`src/hw/rtl/rfd_pkg.sv`:
```
package rfd_pkg;

    // Stream and register widths
    localparam int unsigned BYTE_W       = 8;
    localparam int unsigned KIND_W       = 2;
    localparam int unsigned ERR_W        = 3;
    localparam int unsigned VERSION_W    = 16;
    localparam int unsigned TYPE_W       = 8;
    localparam int unsigned REQ_ID_W     = 64;
    localparam int unsigned LENGTH_W     = 32;
    localparam int unsigned MAGIC_W      = 32;
    localparam int unsigned POS_W        = 5;
    localparam int unsigned PHASE_W      = 2;
    localparam int unsigned OUT_TDATA_W  = 144;
    localparam int unsigned APB_ADDR_W   = 5;
    localparam int unsigned APB_DATA_W   = 32;

    // Header layout: byte positions where each field ends
    localparam logic [POS_W-1:0] POS_MAGIC_END   = 5'd4;
    localparam logic [POS_W-1:0] POS_VERSION_END = 5'd6;
    localparam logic [POS_W-1:0] POS_MSG_TYPE    = 5'd6;
    localparam logic [POS_W-1:0] POS_CODEC_TYPE  = 5'd7;
    localparam logic [POS_W-1:0] POS_REQ_ID_END  = 5'd16;
    localparam logic [POS_W-1:0] POS_LAST_HEADER = 5'd19;

    // Parser phases
    localparam logic [PHASE_W-1:0] PH_HEADER = 2'd0;
    localparam logic [PHASE_W-1:0] PH_BODY   = 2'd1;
    localparam logic [PHASE_W-1:0] PH_DROP   = 2'd2;

    // Result kinds
    localparam logic [KIND_W-1:0] KIND_HEADER = 2'd0;
    localparam logic [KIND_W-1:0] KIND_BODY   = 2'd1;
    localparam logic [KIND_W-1:0] KIND_ERROR  = 2'd2;

    // Error codes
    localparam logic [ERR_W-1:0] ERR_MAGIC    = 3'd0;
    localparam logic [ERR_W-1:0] ERR_VERSION  = 3'd1;
    localparam logic [ERR_W-1:0] ERR_MSG_TYPE = 3'd2;
    localparam logic [ERR_W-1:0] ERR_CODEC    = 3'd3;
    localparam logic [ERR_W-1:0] ERR_TOO_BIG  = 3'd4;

    // Register indexes (paddr[4:2])
    localparam logic [2:0] REG_MAGIC     = 3'd0;
    localparam logic [2:0] REG_VERSION   = 3'd1;
    localparam logic [2:0] REG_MIN_TYPE  = 3'd2;
    localparam logic [2:0] REG_MAX_TYPE  = 3'd3;
    localparam logic [2:0] REG_MAX_CODEC = 3'd4;
    localparam logic [2:0] REG_MAX_BODY  = 3'd5;

    // Register reset values
    localparam logic [MAGIC_W-1:0]   RST_MAGIC     = 32'd0;
    localparam logic [VERSION_W-1:0] RST_VERSION   = 16'd1;
    localparam logic [TYPE_W-1:0]    RST_MIN_TYPE  = 8'd0;
    localparam logic [TYPE_W-1:0]    RST_MAX_TYPE  = 8'd255;
    localparam logic [TYPE_W-1:0]    RST_MAX_CODEC = 8'd255;
    localparam logic [LENGTH_W-1:0]  RST_MAX_BODY  = 32'd65536;

endpackage

```
`src/hw/rtl/rpc_frame_deframer_unit.sv`:
```
// Length-prefixed frame deframer.
// Slave stream (s_*): one received byte per item; s_tuser marks the first byte
// of a new stream, which restarts header parsing and leaves the error state.
// Each frame opens with a 20-byte big-endian header (magic, version, message
// type, codec type, request id, body length). At the last header byte the
// header is checked against the APB registers; a failure gives one error item
// and drops bytes until the next start-of-stream byte. A good header gives one
// header item (tlast set when the body is empty), then one body item per body
// byte, the final one with tlast.
// A result item is registered and presented in the cycle after its byte is taken.
// Throughput: one byte per cycle while the master side does not stall; all
// decoding sits between the slave handshake and a single output register.
// Reset clears the parser to the start of a header and loads the register
// defaults. When the master side stalls, the output register holds its item
// and s_tready falls, so no byte is taken until the held item leaves.
// Register writes are meant only while the block is idle.
module rpc_frame_deframer_unit
    import rfd_pkg::*;
(
    input  logic                   clk,
    input  logic                   rst_n,

    input  logic                   s_tvalid,
    output logic                   s_tready,
    input  logic [BYTE_W-1:0]      s_tdata,   // [7:0] data_byte
    input  logic                   s_tuser,   // [0] start_of_stream

    output logic                   m_tvalid,
    input  logic                   m_tready,
    // [15:0] version, [23:16] msg_type, [31:24] codec,
    // [95:32] req_id, [127:96] body_length, [135:128] body_byte,
    // [138:136] error_code, [143:139] zero
    output logic [OUT_TDATA_W-1:0] m_tdata,
    output logic [KIND_W-1:0]      m_tuser,   // [1:0] kind
    output logic                   m_tlast,

    input  logic                   psel,
    input  logic                   penable,
    input  logic                   pwrite,
    input  logic [APB_ADDR_W-1:0]  paddr,
    input  logic [APB_DATA_W-1:0]  pwdata,
    output logic [APB_DATA_W-1:0]  prdata,
    output logic                   pready
);

    // Configuration registers
    logic [MAGIC_W-1:0]   exp_magic_reg;
    logic [VERSION_W-1:0] exp_version_reg;
    logic [TYPE_W-1:0]    min_type_reg;
    logic [TYPE_W-1:0]    max_type_reg;
    logic [TYPE_W-1:0]    max_codec_reg;
    logic [LENGTH_W-1:0]  max_body_reg;

    logic       cfg_write;
    logic [2:0] cfg_index;

    assign pready    = 1'b1;
    assign cfg_write = psel & penable & pwrite & pready;
    assign cfg_index = paddr[4:2];

    always_ff @(posedge clk or negedge rst_n)
    begin
        if (!rst_n)
        begin
            exp_magic_reg   <= RST_MAGIC;
            exp_version_reg <= RST_VERSION;
            min_type_reg    <= RST_MIN_TYPE;
            max_type_reg    <= RST_MAX_TYPE;
            max_codec_reg   <= RST_MAX_CODEC;
            max_body_reg    <= RST_MAX_BODY;
        end
        else if (cfg_write)
        begin
            unique case (cfg_index)
                REG_MAGIC:     exp_magic_reg   <= pwdata;
                REG_VERSION:   exp_version_reg <= pwdata[VERSION_W-1:0];
                REG_MIN_TYPE:  min_type_reg    <= pwdata[TYPE_W-1:0];
                REG_MAX_TYPE:  max_type_reg    <= pwdata[TYPE_W-1:0];
                REG_MAX_CODEC: max_codec_reg   <= pwdata[TYPE_W-1:0];
                REG_MAX_BODY:  max_body_reg    <= pwdata;
                default:       ;
            endcase
        end
    end

    // Register read-back
    always_comb
    begin
        unique case (cfg_index)
            REG_MAGIC:     prdata = exp_magic_reg;
            REG_VERSION:   prdata = {16'd0, exp_version_reg};
            REG_MIN_TYPE:  prdata = {24'd0, min_type_reg};
            REG_MAX_TYPE:  prdata = {24'd0, max_type_reg};
            REG_MAX_CODEC: prdata = {24'd0, max_codec_reg};
            REG_MAX_BODY:  prdata = max_body_reg;
            default:       prdata = '0;
        endcase
    end

    // Parser state. The header shift registers are fully refilled for every
    // header before they are checked, so they need no clearing.
    logic [PHASE_W-1:0]   phase_reg,   phase_next;
    logic [POS_W-1:0]     pos_reg,     pos_next;
    logic [LENGTH_W-1:0]  remain_reg,  remain_next;
    logic [MAGIC_W-1:0]   magic_reg,   magic_next;
    logic [VERSION_W-1:0] version_reg, version_next;
    logic [TYPE_W-1:0]    msg_reg,     msg_next;
    logic [TYPE_W-1:0]    codec_reg,   codec_next;
    logic [REQ_ID_W-1:0]  req_id_reg,  req_id_next;
    logic [LENGTH_W-1:0]  length_reg,  length_next;

    // Output register
    logic                   out_valid_reg;
    logic [KIND_W-1:0]      out_kind_reg,  out_kind_next;
    logic [OUT_TDATA_W-1:0] out_data_reg,  out_data_next;
    logic                   out_last_reg,  out_last_next;
    logic                   res_valid;

    logic                 in_fire;
    logic [PHASE_W-1:0]   eff_phase;
    logic [POS_W-1:0]     eff_pos;
    logic [LENGTH_W-1:0]  remain_dec;
    logic [ERR_W-1:0]     err_code;
    logic                 err_found;

    // Take a byte whenever the output register is free or being emptied
    assign s_tready = !out_valid_reg || m_tready;
    assign in_fire  = s_tvalid && s_tready;

    // Start of stream restarts the header in any phase
    assign eff_phase  = s_tuser ? PH_HEADER : phase_reg;
    assign eff_pos    = s_tuser ? '0 : pos_reg;
    assign remain_dec = remain_reg - 1'b1;

    // Shift the header byte into its field
    always_comb
    begin
        magic_next   = magic_reg;
        version_next = version_reg;
        msg_next     = msg_reg;
        codec_next   = codec_reg;
        req_id_next  = req_id_reg;
        length_next  = length_reg;
        if (eff_phase == PH_HEADER)
        begin
            priority if (eff_pos < POS_MAGIC_END)
                magic_next = {magic_reg[MAGIC_W-BYTE_W-1:0], s_tdata};
            else if (eff_pos < POS_VERSION_END)
                version_next = {version_reg[VERSION_W-BYTE_W-1:0], s_tdata};
            else if (eff_pos == POS_MSG_TYPE)
                msg_next = s_tdata;
            else if (eff_pos == POS_CODEC_TYPE)
                codec_next = s_tdata;
            else if (eff_pos < POS_REQ_ID_END)
                req_id_next = {req_id_reg[REQ_ID_W-BYTE_W-1:0], s_tdata};
            else
                length_next = {length_reg[LENGTH_W-BYTE_W-1:0], s_tdata};
        end
    end

    // Header checks, first failure wins
    always_comb
    begin
        err_found = 1'b1;
        err_code  = ERR_MAGIC;
        priority if (magic_next != exp_magic_reg)
            err_code = ERR_MAGIC;
        else if (version_next != exp_version_reg)
            err_code = ERR_VERSION;
        else if (msg_next < min_type_reg || msg_next > max_type_reg)
            err_code = ERR_MSG_TYPE;
        else if (codec_next > max_codec_reg)
            err_code = ERR_CODEC;
        else if (length_next > max_body_reg)
            err_code = ERR_TOO_BIG;
        else
            err_found = 1'b0;
    end

    // Phase sequencing and result building
    always_comb
    begin
        phase_next    = eff_phase;
        pos_next      = eff_pos;
        remain_next   = s_tuser ? '0 : remain_reg;
        res_valid     = 1'b0;
        out_kind_next = KIND_HEADER;
        out_data_next = '0;
        out_last_next = 1'b0;

        unique case (eff_phase)
            PH_BODY:
            begin
                res_valid     = 1'b1;
                out_kind_next = KIND_BODY;
                out_data_next[135:128] = s_tdata;
                remain_next   = remain_dec;
                if (remain_dec == '0)
                begin
                    out_last_next = 1'b1;
                    phase_next    = PH_HEADER;
                    pos_next      = '0;
                end
            end
            PH_HEADER:
            begin
                if (eff_pos != POS_LAST_HEADER)
                begin
                    pos_next = eff_pos + 1'b1;
                end
                else
                begin
                    res_valid = 1'b1;
                    pos_next  = '0;
                    if (err_found)
                    begin
                        out_kind_next          = KIND_ERROR;
                        out_data_next[138:136] = err_code;
                        phase_next             = PH_DROP;
                    end
                    else
                    begin
                        out_kind_next          = KIND_HEADER;
                        out_data_next[15:0]    = version_next;
                        out_data_next[23:16]   = msg_next;
                        out_data_next[31:24]   = codec_next;
                        out_data_next[95:32]   = req_id_next;
                        out_data_next[127:96]  = length_next;
                        if (length_next == '0)
                        begin
                            out_last_next = 1'b1;
                        end
                        else
                        begin
                            remain_next = length_next;
                            phase_next  = PH_BODY;
                        end
                    end
                end
            end
            default:
            begin
                // Drop the byte
            end
        endcase
    end

    always_ff @(posedge clk or negedge rst_n)
    begin
        if (!rst_n)
        begin
            phase_reg  <= PH_HEADER;
            pos_reg    <= '0;
            remain_reg <= '0;
        end
        else if (in_fire)
        begin
            phase_reg  <= phase_next;
            pos_reg    <= pos_next;
            remain_reg <= remain_next;
        end
    end

    always_ff @(posedge clk)
    begin
        if (in_fire)
        begin
            magic_reg   <= magic_next;
            version_reg <= version_next;
            msg_reg     <= msg_next;
            codec_reg   <= codec_next;
            req_id_reg  <= req_id_next;
            length_reg  <= length_next;
        end
    end

    // Hold the result until taken; refill as it leaves
    always_ff @(posedge clk or negedge rst_n)
    begin
        if (!rst_n)
            out_valid_reg <= 1'b0;
        else if (s_tready)
            out_valid_reg <= in_fire && res_valid;
    end

    always_ff @(posedge clk)
    begin
        if (in_fire)
        begin
            out_kind_reg <= out_kind_next;
            out_data_reg <= out_data_next;
            out_last_reg <= out_last_next;
        end
    end

    assign m_tvalid = out_valid_reg;
    assign m_tdata  = out_data_reg;
    assign m_tuser  = out_kind_reg;
    assign m_tlast  = out_last_reg;

endmodule

```
`config.mk`:
```
export PLATFORM = sky130hd
export DESIGN_NAME = rpc_frame_deframer_unit
export DESIGN_NICKNAME = d
export VERILOG_FILES = /design/src/hw/rtl/rfd_pkg.sv /design/src/hw/rtl/rpc_frame_deframer_unit.sv
export SDC_FILE = /design/constraint.sdc
export NUM_CORES = 1
export LEC_CHECK = 0
export BUFFER_PORTS_ARGS = -buffer_cell sky130_fd_sc_hd__buf_2
export CAP_MARGIN = 5
export CORE_MARGIN = 3
export CORE_UTILIZATION = 37
export CTS_CLUSTER_SIZE = 20
export DETAILED_ROUTE_END_ITERATION = 8
export RECOVER_POWER = 100
export SETUP_SLACK_MARGIN = 0.02
export SLEW_MARGIN = 20
export SYNTH_ARGS = -nofsm -noshare
export SYNTH_HDL_FRONTEND = slang
export SYNTH_SLANG_ARGS = --single-unit
```
`constraint.sdc`:
```
create_clock -name clk -period 13.8 [get_ports clk]
set_clock_uncertainty 0.15 [all_clocks]
set_input_delay 0.69 -clock clk [delete_from_list [all_inputs] [get_ports clk]]
set_output_delay 0.69 -clock clk [all_outputs]
set_load 0.005 [all_outputs]
```
After elaboration in Yosys (flattened, before gate mapping)

Index checks and enable logic that the tools add are counted.

Add/sub/neg operators: 2
$mul: 0
Div/mod/pow operators: 0
Magnitude comparators: 7
Eq/ne operators: 11
Shift operators: 0
Multiplexer cells: 61
Bitwise operators: 4
Reductions and logical operators: 19

Operators by type and width:

| operator                | number |
|---|---|
| $mux W32                | 12 |
| $mux W64                | 6 |
| $pmux W32 S6            | 1 |
| $mux W8                 | 9 |
| $logic_not A32 Y1       | 2 |
| $pmux W32 S2            | 1 |
| $mux W16                | 3 |
| $gt A32 B32 Y1          | 1 |
| $ne A32 B32 Y1          | 1 |
| $sub A32 B1 Y32 const B | 1 |
| $mux W2                 | 9 |
| $gt A8 B8 Y1            | 2 |
| $ne A16 B16 Y1          | 1 |
| $mux W5                 | 3 |
| $reduce_and A2 Y1       | 6 |
| $mux W1                 | 11 |
| $eq A5 B3 Y1 const B    | 2 |
| $lt A5 B3 Y1 const B    | 2 |
| $pmux W5 S2             | 1 |
| $lt A8 B8 Y1            | 1 |
| $pmux W2 S2             | 2 |
| $reduce_or A7 Y1        | 1 |
| $eq A3 B2 Y1 const B    | 2 |
| $eq A3 B3 Y1 const B    | 2 |
| other kinds (17)        | 22 |

Register bits after elaboration: 446
Latch bits: 0
Bits in writable memories: 0
Bits in read-only memories: 0
Output and inout bits: 182
Memories: 0

Depth between registers and ports, before layout

Gate-level depths: netlist (run 1).

Depth after elaboration: 17
Depth in mapped cells: 23
Gate-level depth less buffers: 17

Least setup slack after synthesis (run 1)

No wires, ideal clock.

Kind: input port to flip-flop
Start: input port m_tready
End: register phase_reg[0]
Library setup time: 0.153 ns
Arrival time: 10.781 ns
Data required time: 13.497 ns
Slack: 2.716 ns
Cell stages on the path: 7
Path buffers: 2
Path through: nand2b_1 -> nand2_1 -> clkbuf_1 -> inv_1 -> clkbuf_1 -> o21ai_0 -> a22o_1

Word-level cells in the longest chain between the ends: 2

RTL lines:

| what                   | line                           | source |
|---|---|---|
| start: declaration     | rpc_frame_deframer_unit.sv:29  | `input logic m_tready,` |
| $logic_or A1 B1 Y1     | rpc_frame_deframer_unit.sv:127 | `assign s_tready = !out_valid_reg \|\| m_tready;` |
| $logic_and A1 B1 Y1    | rpc_frame_deframer_unit.sv:128 | `assign in_fire = s_tvalid && s_tready;` |
| named net in_fire      | rpc_frame_deframer_unit.sv:119 | `logic in_fire;` |
| end signal: assignment | rpc_frame_deframer_unit.sv:258 | `phase_reg <= phase_next;` |
| end: declaration       | rpc_frame_deframer_unit.sv:102 | `logic [PHASE_W-1:0] phase_reg, phase_next;` |

The timed path passes the listed nets, and every way through them passes these cells.
A chain may end at the register's enable or synchronous reset.

Worst setup path after layout (run 1)

Start: input port s_tuser
End: register remain_reg[9]

Word-level cells in the longest chain between the ends: 17
Elaborated cells on any way between the ends: 48

RTL lines:

| what                     | line                           | source |
|---|---|---|
| start: declaration       | rpc_frame_deframer_unit.sv:26  | `input logic s_tuser,` |
| $mux W5                  | rpc_frame_deframer_unit.sv:132 | `assign eff_pos = s_tuser ? '0 : pos_reg;` |
| $lt A5 B5 Y1             | rpc_frame_deframer_unit.sv:154 | `else if (eff_pos < POS_REQ_ID_END)` |
| $mux W32                 | rpc_frame_deframer_unit.sv:154 |  |
| $mux W32                 | rpc_frame_deframer_unit.sv:152 | `else if (eff_pos == POS_CODEC_TYPE)` |
| $mux W32                 | rpc_frame_deframer_unit.sv:150 | `else if (eff_pos == POS_MSG_TYPE)` |
| $mux W32                 | rpc_frame_deframer_unit.sv:148 | `else if (eff_pos < POS_VERSION_END)` |
| $mux W32                 | rpc_frame_deframer_unit.sv:146 | `priority if (eff_pos < POS_MAGIC_END)` |
| $mux W32 (*)             | rpc_frame_deframer_unit.sv:144 | `if (eff_phase == PH_HEADER)` |
| named net length_next[7] | rpc_frame_deframer_unit.sv:110 | `logic [LENGTH_W-1:0] length_reg, length_next;` |
| (+1 left out)            | -                              |  |
| $mux W1                  | rpc_frame_deframer_unit.sv:174 | `else if (length_next > max_body_reg)` |
| $mux W1                  | rpc_frame_deframer_unit.sv:172 | `else if (codec_next > max_codec_reg)` |
| $mux W1                  | rpc_frame_deframer_unit.sv:170 | `else if (msg_next < min_type_reg \|\| msg_next > max_type_reg)` |
| $mux W1                  | rpc_frame_deframer_unit.sv:168 | `else if (version_next != exp_version_reg)` |
| $mux W1                  | rpc_frame_deframer_unit.sv:166 | `priority if (magic_next != exp_magic_reg)` |
| $mux W32 (*)             | rpc_frame_deframer_unit.sv:215 | `if (err_found)` |
| $mux W32 (*)             | rpc_frame_deframer_unit.sv:207 | `if (eff_pos != POS_LAST_HEADER)` |
| $pmux W32 S2 (*)         | rpc_frame_deframer_unit.sv:191 | `unique case (eff_phase)` |
| end signal: assignment   | rpc_frame_deframer_unit.sv:260 | `remain_reg <= remain_next;` |
| end: declaration         | rpc_frame_deframer_unit.sv:104 | `logic [LENGTH_W-1:0] remain_reg, remain_next;` |

Mark *: on every way through the listed nets, which the timed path passes. The rest lies on a longest branch.

==> run_results.csv, run 1 <==
group,metric,value,unit
floorplanning,row_count,90,
layout,nets,2278,
grt,grt_pass1_vias,16479,
drt,wl,69400,um
placed_design,place.gp.congestion,0.915,
drt,firstDrtPassIters,6,
clock_network,clk_pin_slew,0.06,ns
floorplanning,core_area,60700,um^2
sta,final.setup.tns,0,ns
clock_network,root_buffer,"clkbuf_16",
clock_network,clock_latency,0.61,ns
layout,multi_input_area,9120,um^2
drt,drc,0,
clock_network,cts_setup_buffers,0,
drt,viasPerCell,5.59,
worst_setup_path,regToRegEndpoint,"m_tdata[6]$_SDFFCE_PP0P_",
worst_setup_path,crit_start,"s_tuser",
worst_setup_path,crit_path_max_incr_delay,2.13,ns
yosys,syn_inst,1988,
worst_setup_path,startpoint_type,"primary input",
worst_setup_path,crit_end,"remain_reg[9]$_DFFE_PN0P_",
yosys,ys_warn_count,0,
yosys,synth_seq_cells,446,
worst_setup_path,r2r-start,"m_tvalid$_DFFE_PN0N_",
floorplanning,ios,235,
sta,rsz0062_at_grt,"false",
sta,setup_viol,0,
worst_setup_path,crit_chain,"buf_2 -> clkbuf_1 -> or3_1 -> nor2_1 -> mux2i_1 -> inv_1 -> ha_1 -> a211o_1 -> o311ai_0 -> nand4_1 -> nand3_1 -> nand4_1 -> nor2_8 -> inv_1 -> o21ai_0 -> a221o_1",
layout,seq_area,12700,um^2
job,drv_cap,12,
power,leakage,10.1,nW
yosys,avgSynthCellArea,11.5,um^2
layout,layout-drive-gt1-share,14.5,%
layout,fillers,5733,
yosys,ys_seq_area_share,55.6,%
worst_setup_path,worstPathRequired,14.18,ns
grt,grt_first_pass_wirelength,104000,um
floorplanning,die_y,254,um
power,p_per_area,155,nW/um^2
run_status,violations,"capacitance limit, slew limit",
placed_design,dpl.cell_count,2898,
sta,finalHoldViolations,0,
drt,wl_per_cell,23.2,um
clock_network,cts_resized,0,
sta,fin_hold_ws,0.167,ns
worst_setup_path,r2r_cells,5,
worst_setup_path,r2r_slack,5.43,ns
worst_setup_path,worstPathArrival,9.53,ns
yosys,async_flop_share,32.3,%
yosys,synth_edf_count,302,
layout,utilization,42.7,%
layout,areaGrowthSynthToFinish,13.4,%
sta,finalCriticalPeriod,9.15,ns
grt,grt_util_all_layers,21.1,%
worst_setup_path,crit_type,"primary input to flip-flop",
grt,overflow,0,
run_status,status,"complete, but fails checks",
placed_design,place_hpwl,49100,um
hold_path,worstHoldPathCells,3,
placed_design,portBuffers,226,
floorplanning,dieWidth,254,um
layout,final_cells,2990,
power,power.total,4.01,mW
layout,largest_reg_flops,139,
sta,drv_slew,696,
power,peakVddDrop,0.0814,mV
grt,antenna_found_initial,1,
drt,drtAntennaViolNets,0,
sta,slew_headroom,-276,%
clock_network,cts_hold_buf,0,
drt,drt-initial-drc-count,1616,
clock_network,cts.sinks,446,
floorplanning,dieArea,64700,um^2
sta,period_share,66.3,%
worst_setup_path,cp_max_fo,50,
clock_network,cts_made_buffers,49,
clock_network,cts_buffer_depth,3,
yosys,syn_area,22800,um^2
yosys,synth_ff_type,"edfxtp_1",
grt,grt_start_max_net_pins,96,
yosys,synthDistinctLibCells,83,
hold_path,hold_path.class,"primary input to flip-flop",
sta,worst_slew_pin_slew,5.65,ns
floorplanning,start_util,37.6,%
sta,fmaxAchievable,109,MHz
drt,num_vias,16725,
clock_network,cts_tree,"yes",
worst_setup_path,cpMaxStageDelayCell,"nor2_1",
clock_network,htree_num_levels,2,
worst_setup_path,endpoint_kind,"flip-flop",
worst min path at each step:
| stage | end | slack (ns) | start |
|---|---|---|---|
| 2_1_floorplan | exp_magic_reg[0]$_DFFE_PN0P_ | 0.24 | rst_n |
| 3_3_place_gp | min_type_reg[6]$_DFFE_PN0P_ | 0.34 | min_type_reg[6]$_DFFE_PN0P_ |
| 3_5_place_dp | min_type_reg[3]$_DFFE_PN0P_ | 0.34 | min_type_reg[3]$_DFFE_PN0P_ |
| 4_1_cts | min_type_reg[0]$_DFFE_PN0P_ | 0.08 | rst_n |
| 5_1_grt | max_body_reg[28]$_DFFE_PN0P_ | 0.16 | pwdata[28] |
| 6_report | max_body_reg[24]$_DFFE_PN0P_ | 0.17 | pwdata[24] |
metal layers:
layer  up-vias  wire length (um)  part of all wire [%]  track usage (%)
met5         -                 0                     0                0
met4         0              1930                   2.8             6.08
met3       112              4230                   6.1             3.38
met2       570             33000                    47             34.4
met1      8388             30300                    44             29.0
li1       7655                 -                     -                -
area by class of cell:
cell class | instances | area share, %
flip-flops and latches | 446 | 49.0
repair buffers | 243 | 4.11
inverters | 126 | 1.83
clock inverters | 32 | 1.08
diodes | 1 | 0.00966
well taps | 782 | 3.78
clock buffers | 59 | 4.96
multi-input cells | 1301 | 35.2
where the power goes:
| part | switching (mW) | leakage (nW) | total (mW) | internal (mW) |
|---|---|---|---|---|
| Sequential | 0.177 | 4.80 | 1.83 | 1.66 |
| Combinational | 0.517 | 4.49 | 0.889 | 0.372 |
| Clock | 0.563 | 0.771 | 1.29 | 0.724 |
kinds of logic (layout without fill, tap and decap cells):
group	after synthesis	count (layout)	synth area share [%]
adder cells (fa/ha/maj)	58	58	3.18
buffers and inverters	245	460	4.47
other	2	7	0.0329
AND/OR/NAND/NOR	577	577	13.5
XOR/XNOR	52	52	1.99
AO/OA/AOI/OAI	402	402	11.3
flip-flops	446	446	55.6
multiplexers	206	206	9.97
cell usage after synthesis (14+ instances only):
| cell | number | area [um^2] |
|---|---|---|
| a22oi_1 | 24 | 180 |
| edfxtp_1 | 302 | 9070 |
| inv_1 | 124 | 465 |
| nand4_1 | 19 | 119 |
| ha_1 | 58 | 726 |
| a22o_1 | 22 | 193 |
| xnor2_1 | 29 | 254 |
| o21ai_1 | 16 | 80.1 |
| nand2_1 | 145 | 544 |
| nor3b_1 | 21 | 158 |
| nand2b_1 | 14 | 87.6 |
| nor4_1 | 28 | 175 |
| mux2_2 | 172 | 1940 |
| o22ai_1 | 16 | 100 |
| xor2_1 | 23 | 201 |
| and3_1 | 18 | 113 |
| a21oi_1 | 69 | 345 |
| dfrtp_1 | 126 | 3150 |
| nor2b_1 | 127 | 795 |
| nand3_1 | 21 | 105 |
| clkbuf_1 | 89 | 334 |
| o221ai_1 | 19 | 166 |
| mux2i_1 | 34 | 340 |
| dfstp_2 | 18 | 473 |
| nor2_1 | 98 | 368 |
| o21ai_0 | 139 | 696 |
| nor3_1 | 35 | 175 |
worst max-delay path, delay by kind of cell:
| family | cells | cell delay, ns |
|---|---|---|
| adders and majority gates | 1 | 0.29 |
| muxes | 1 | 0.67 |
| buffers and inverters | 4 | 1.67 |
| AOI/OAI and AO/OA | 4 | 1.31 |
| and+or+nand+nor | 6 | 4.81 |
per-stage QoR:
step,setup slack [ns],instance area (um^2)
6_report,4.65,25900
5_1_grt,4.13,25900
4_1_cts,7.14,26100
3_5_place_dp,6.55,24600
3_3_place_gp,6.60,24600
2_1_floorplan,2.72,22800
placed cells by master (no fill, tap or decap), types with 28 or more instances in the layout:
master,count
a21oi_1,69
buf_2,96
clkbuf_1,142
clkbuf_16,49
dfrtp_1,126
edfxtp_1,302
ha_1,58
inv_1,124
mux2_1,65
mux2_2,107
mux2i_1,34
nand2_1,146
nor2_1,98
nor2b_1,127
nor3_1,36
nor4_1,28
o21ai_0,153
xnor2_1,29
Note: power is estimated with default switching activity, not from simulation.
==> run 2: changes to the inputs <==
clock period = 8.9 ns   (was 13.8 ns; I/O delays follow)
==> run 2 against run 1 <==
The run still ends with capacitance limit, slew limit left; sequential power grew 55%; flip-flop and latch count is the same; register-to-register slack lost 3.8 ns; sequential share of layout area shrank 0.79 points; via count grew 0.69%; worst hold slack gained 0.13 ns; routed wire length grew 1.0%; design area grew 1.6%; critical path depth shrank 2; core utilization grew 0.70 points; global-route usage grew 0.26 points; critical path type unchanged; largest power group unchanged; highest routed layer unchanged.
==> run_results.csv, run 2 (synthesized netlist as in run 1, its figures left out) <==
group,metric,value,unit
run_status,status,"complete, but fails checks",
run_status,violations,"capacitance limit, slew limit",
grt,grt_first_pass_wirelength,105000,um
sta,period_share,83.2,%
worst_setup_path,worstPathArrival,7.64,ns
grt,grt_start_max_net_pins,113,
power,p_int,4.32,mW
worst_setup_path,endpoint_kind,"flip-flop",
power,power.total,6.30,mW
grt,grt_pass1_vias,16613,
layout,multi_input_area,9110,um^2
floorplanning,dieWidth,254,um
floorplanning,ios,235,
drt,wl,70100,um
job,drv_cap,10,
power,peakVddDrop,0.145,mV
sta,finalHoldViolations,0,
worst_setup_path,path_common_cell,"clkbuf_1",
layout,fin_area,26300,um^2
power,switching_share,31.4,%
power,p_sw,1.98,mW
drt,viasPerCell,5.57,
power,seqPwrFrac,45.1,%
sta,rsz0062_at_grt,"false",
sta,finalCriticalPeriod,7.41,ns
power,comb_power_share,22.2,%
worst_setup_path,cpMaxStageDelayCell,"clkbuf_1",
sta,worst_slew_pin_slew,5.16,ns
placed_design,dp_slack,2.29,ns
placed_design,place_hpwl,49600,um
floorplanning,dieArea,64700,um^2
placed_design,placed_area,24600,um^2
placed_design,place.gp.congestion,0.913,
floorplanning,die_y,254,um
worst_setup_path,r2r_slack,1.66,ns
power,clkPwrFrac,32.7,%
drt,wl_per_cell,23.2,um
worst_setup_path,crit_path_max_incr_delay,1.20,ns
clock_network,clock_latency,0.61,ns
drt,drt-initial-drc-count,1688,
floorplanning,core_area,60700,um^2
layout,layout-drive-gt1-share,14.8,%
clock_network,cts_made_buffers,50,
worst_setup_path,r2r-start,"pos_reg[2]$_DFFE_PN0P_",
clock_network,cts.sinks,446,
worst_setup_path,startpoint_type,"primary input",
hold_path,hold_path.class,"primary input to flip-flop",
layout,areaGrowthSynthToFinish,15.3,%
clock_network,root_buffer,"clkbuf_16",
sta,slew_headroom,-244,%
clock_network,cts_buffer_depth,3,
layout,utilization,43.4,%
clock_network,clk_pin_slew,0.06,ns
layout,nets,2315,
layout,final_common_cell,"edfxtp_1",
grt,antenna_found_initial,0,
clock_network,cts_resized,0,
hold_path,whs_endpoint,"m_tdata[133]$_SDFFCE_PN0P_",
power,p_per_area,239,nW/um^2
floorplanning,row_count,90,
worst_setup_path,worstPathRequired,9.13,ns
worst_setup_path,r2r_cells,11,
worst_setup_path,regToRegEndpoint,"m_tlast$_DFFE_PP_",
layout,final_cell_mix,"edfxtp_1 (302), o21ai_0 (152), nand2_1 (146)",
grt,overflow,0,
hold_path,hold_start,"s_tdata[5]",
drt,drc,0,
worst_setup_path,crit_chain,"clkbuf_1 -> clkbuf_1 -> nor3_1 -> and4_1 -> mux2_1 -> ha_1 -> nand4_1 -> o311ai_0 -> and3_1 -> nand2_1 -> nor2_1 -> nand3_4 -> buf_4 -> o21ai_0",
sta,setup_viol,0,
layout,final_cells,3026,
clock_network,htree_num_levels,2,
layout,largest_reg_flops,139,
sta,fin_hold_ws,0.292,ns
clock_network,cts_setup_buffers,0,
drt,num_vias,16841,
layout,fillers,5748,
layout,diodes,0,
clock_network,cts_tree,"yes",
worst_setup_path,cp_max_fo,73,
hold_path,worstHoldPathCells,2,
layout,seq_area,12700,um^2
placed_design,portBuffers,226,
sta,setup_ws,1.49,ns
floorplanning,start_util,37.6,%
drt,firstDrtPassIters,6,
drt,drtAntennaViolNets,0,
grt,grt_util_all_layers,21.3,%
worst_setup_path,crit_type,"primary input to flip-flop",
sta,final.setup.tns,0,ns
sta,drv_slew,570,
sta,fmaxAchievable,135,MHz
power,leakage,10.2,nW
placed_design,dpl.cell_count,2900,
-- run 2: changes by cell type in the layout (fill, tap and decap cells not counted), moves of 2 or more --
cell,change
mux2_2,+11
dlygate4sd3_1,+34
clkinv_2,-6
clkbuf_16,+3
clkinv_4,+3
clkbuf_1,+2
inv_8,+2
mux2_1,-11
-- run 2: what timing repair did --
| action | in CTS | in global routing |
|---|---|---|
| endpoints found under the hold margin | 138 | 0 |
| hold buffers | 34 | 0 |
| endpoints found under the setup margin | 0 | 0 |
-- run 2: per-layer routing --
| layer | vias up | wire, um | track usage, % |
|---|---|---|---|
| li1 | 7714 | - | - |
| met1 | 8395 | 30200 | 29.0 |
| met2 | 610 | 33200 | 35.3 |
| met3 | 122 | 4560 | 3.65 |
| met4 | 0 | 2140 | 5.78 |
| met5 | - | 0 | 0 |
-- run 2: worst max-delay path by stage --
stage | start | end | depth (start not counted)
floorplan | m_tready | phase_reg[0]$_DFFE_PN0P_ | 7
global placement | s_tuser | m_tdata[95]$_SDFFCE_PP0P_ | 14
detailed placement | s_tuser | m_tdata[91]$_SDFFCE_PP0P_ | 14
CTS | phase_reg[1]$_DFFE_PN0P_ | m_tdata[91]$_SDFFCE_PP0P_ | 13
global route | s_tuser | m_tlast$_DFFE_PP_ | 16
finish | s_tuser | m_tlast$_DFFE_PP_ | 14
-- run 2: cell type report --
type	instances	share of cell area, %
timing repair buffer	279	5.39
sequential	446	48.2
clock inverter	27	0.989
clock buffer	65	5.24
inverter	126	1.83
multi-input combinational	1301	34.6
tap	782	3.72
-- run 2: power groups by stage --
stage,Sequential [mW],Clock [mW],Combinational (mW)
after floorplan,2.75,0,0.983
after global placement,2.86,0,1.37
after detailed placement,2.87,0,1.40
after CTS,2.83,2.11,1.42
after global routing,2.87,2.19,1.54
final,2.84,2.06,1.40
-- run 2: critical path: cells and delay by family --
kind / cells / cell delay [ns]
mux: 1 / 0.46
fa+ha+maj: 1 / 0.32
compound gates: 2 / 1.03
buf+inv: 3 / 2.64
simple gates: 7 / 2.70
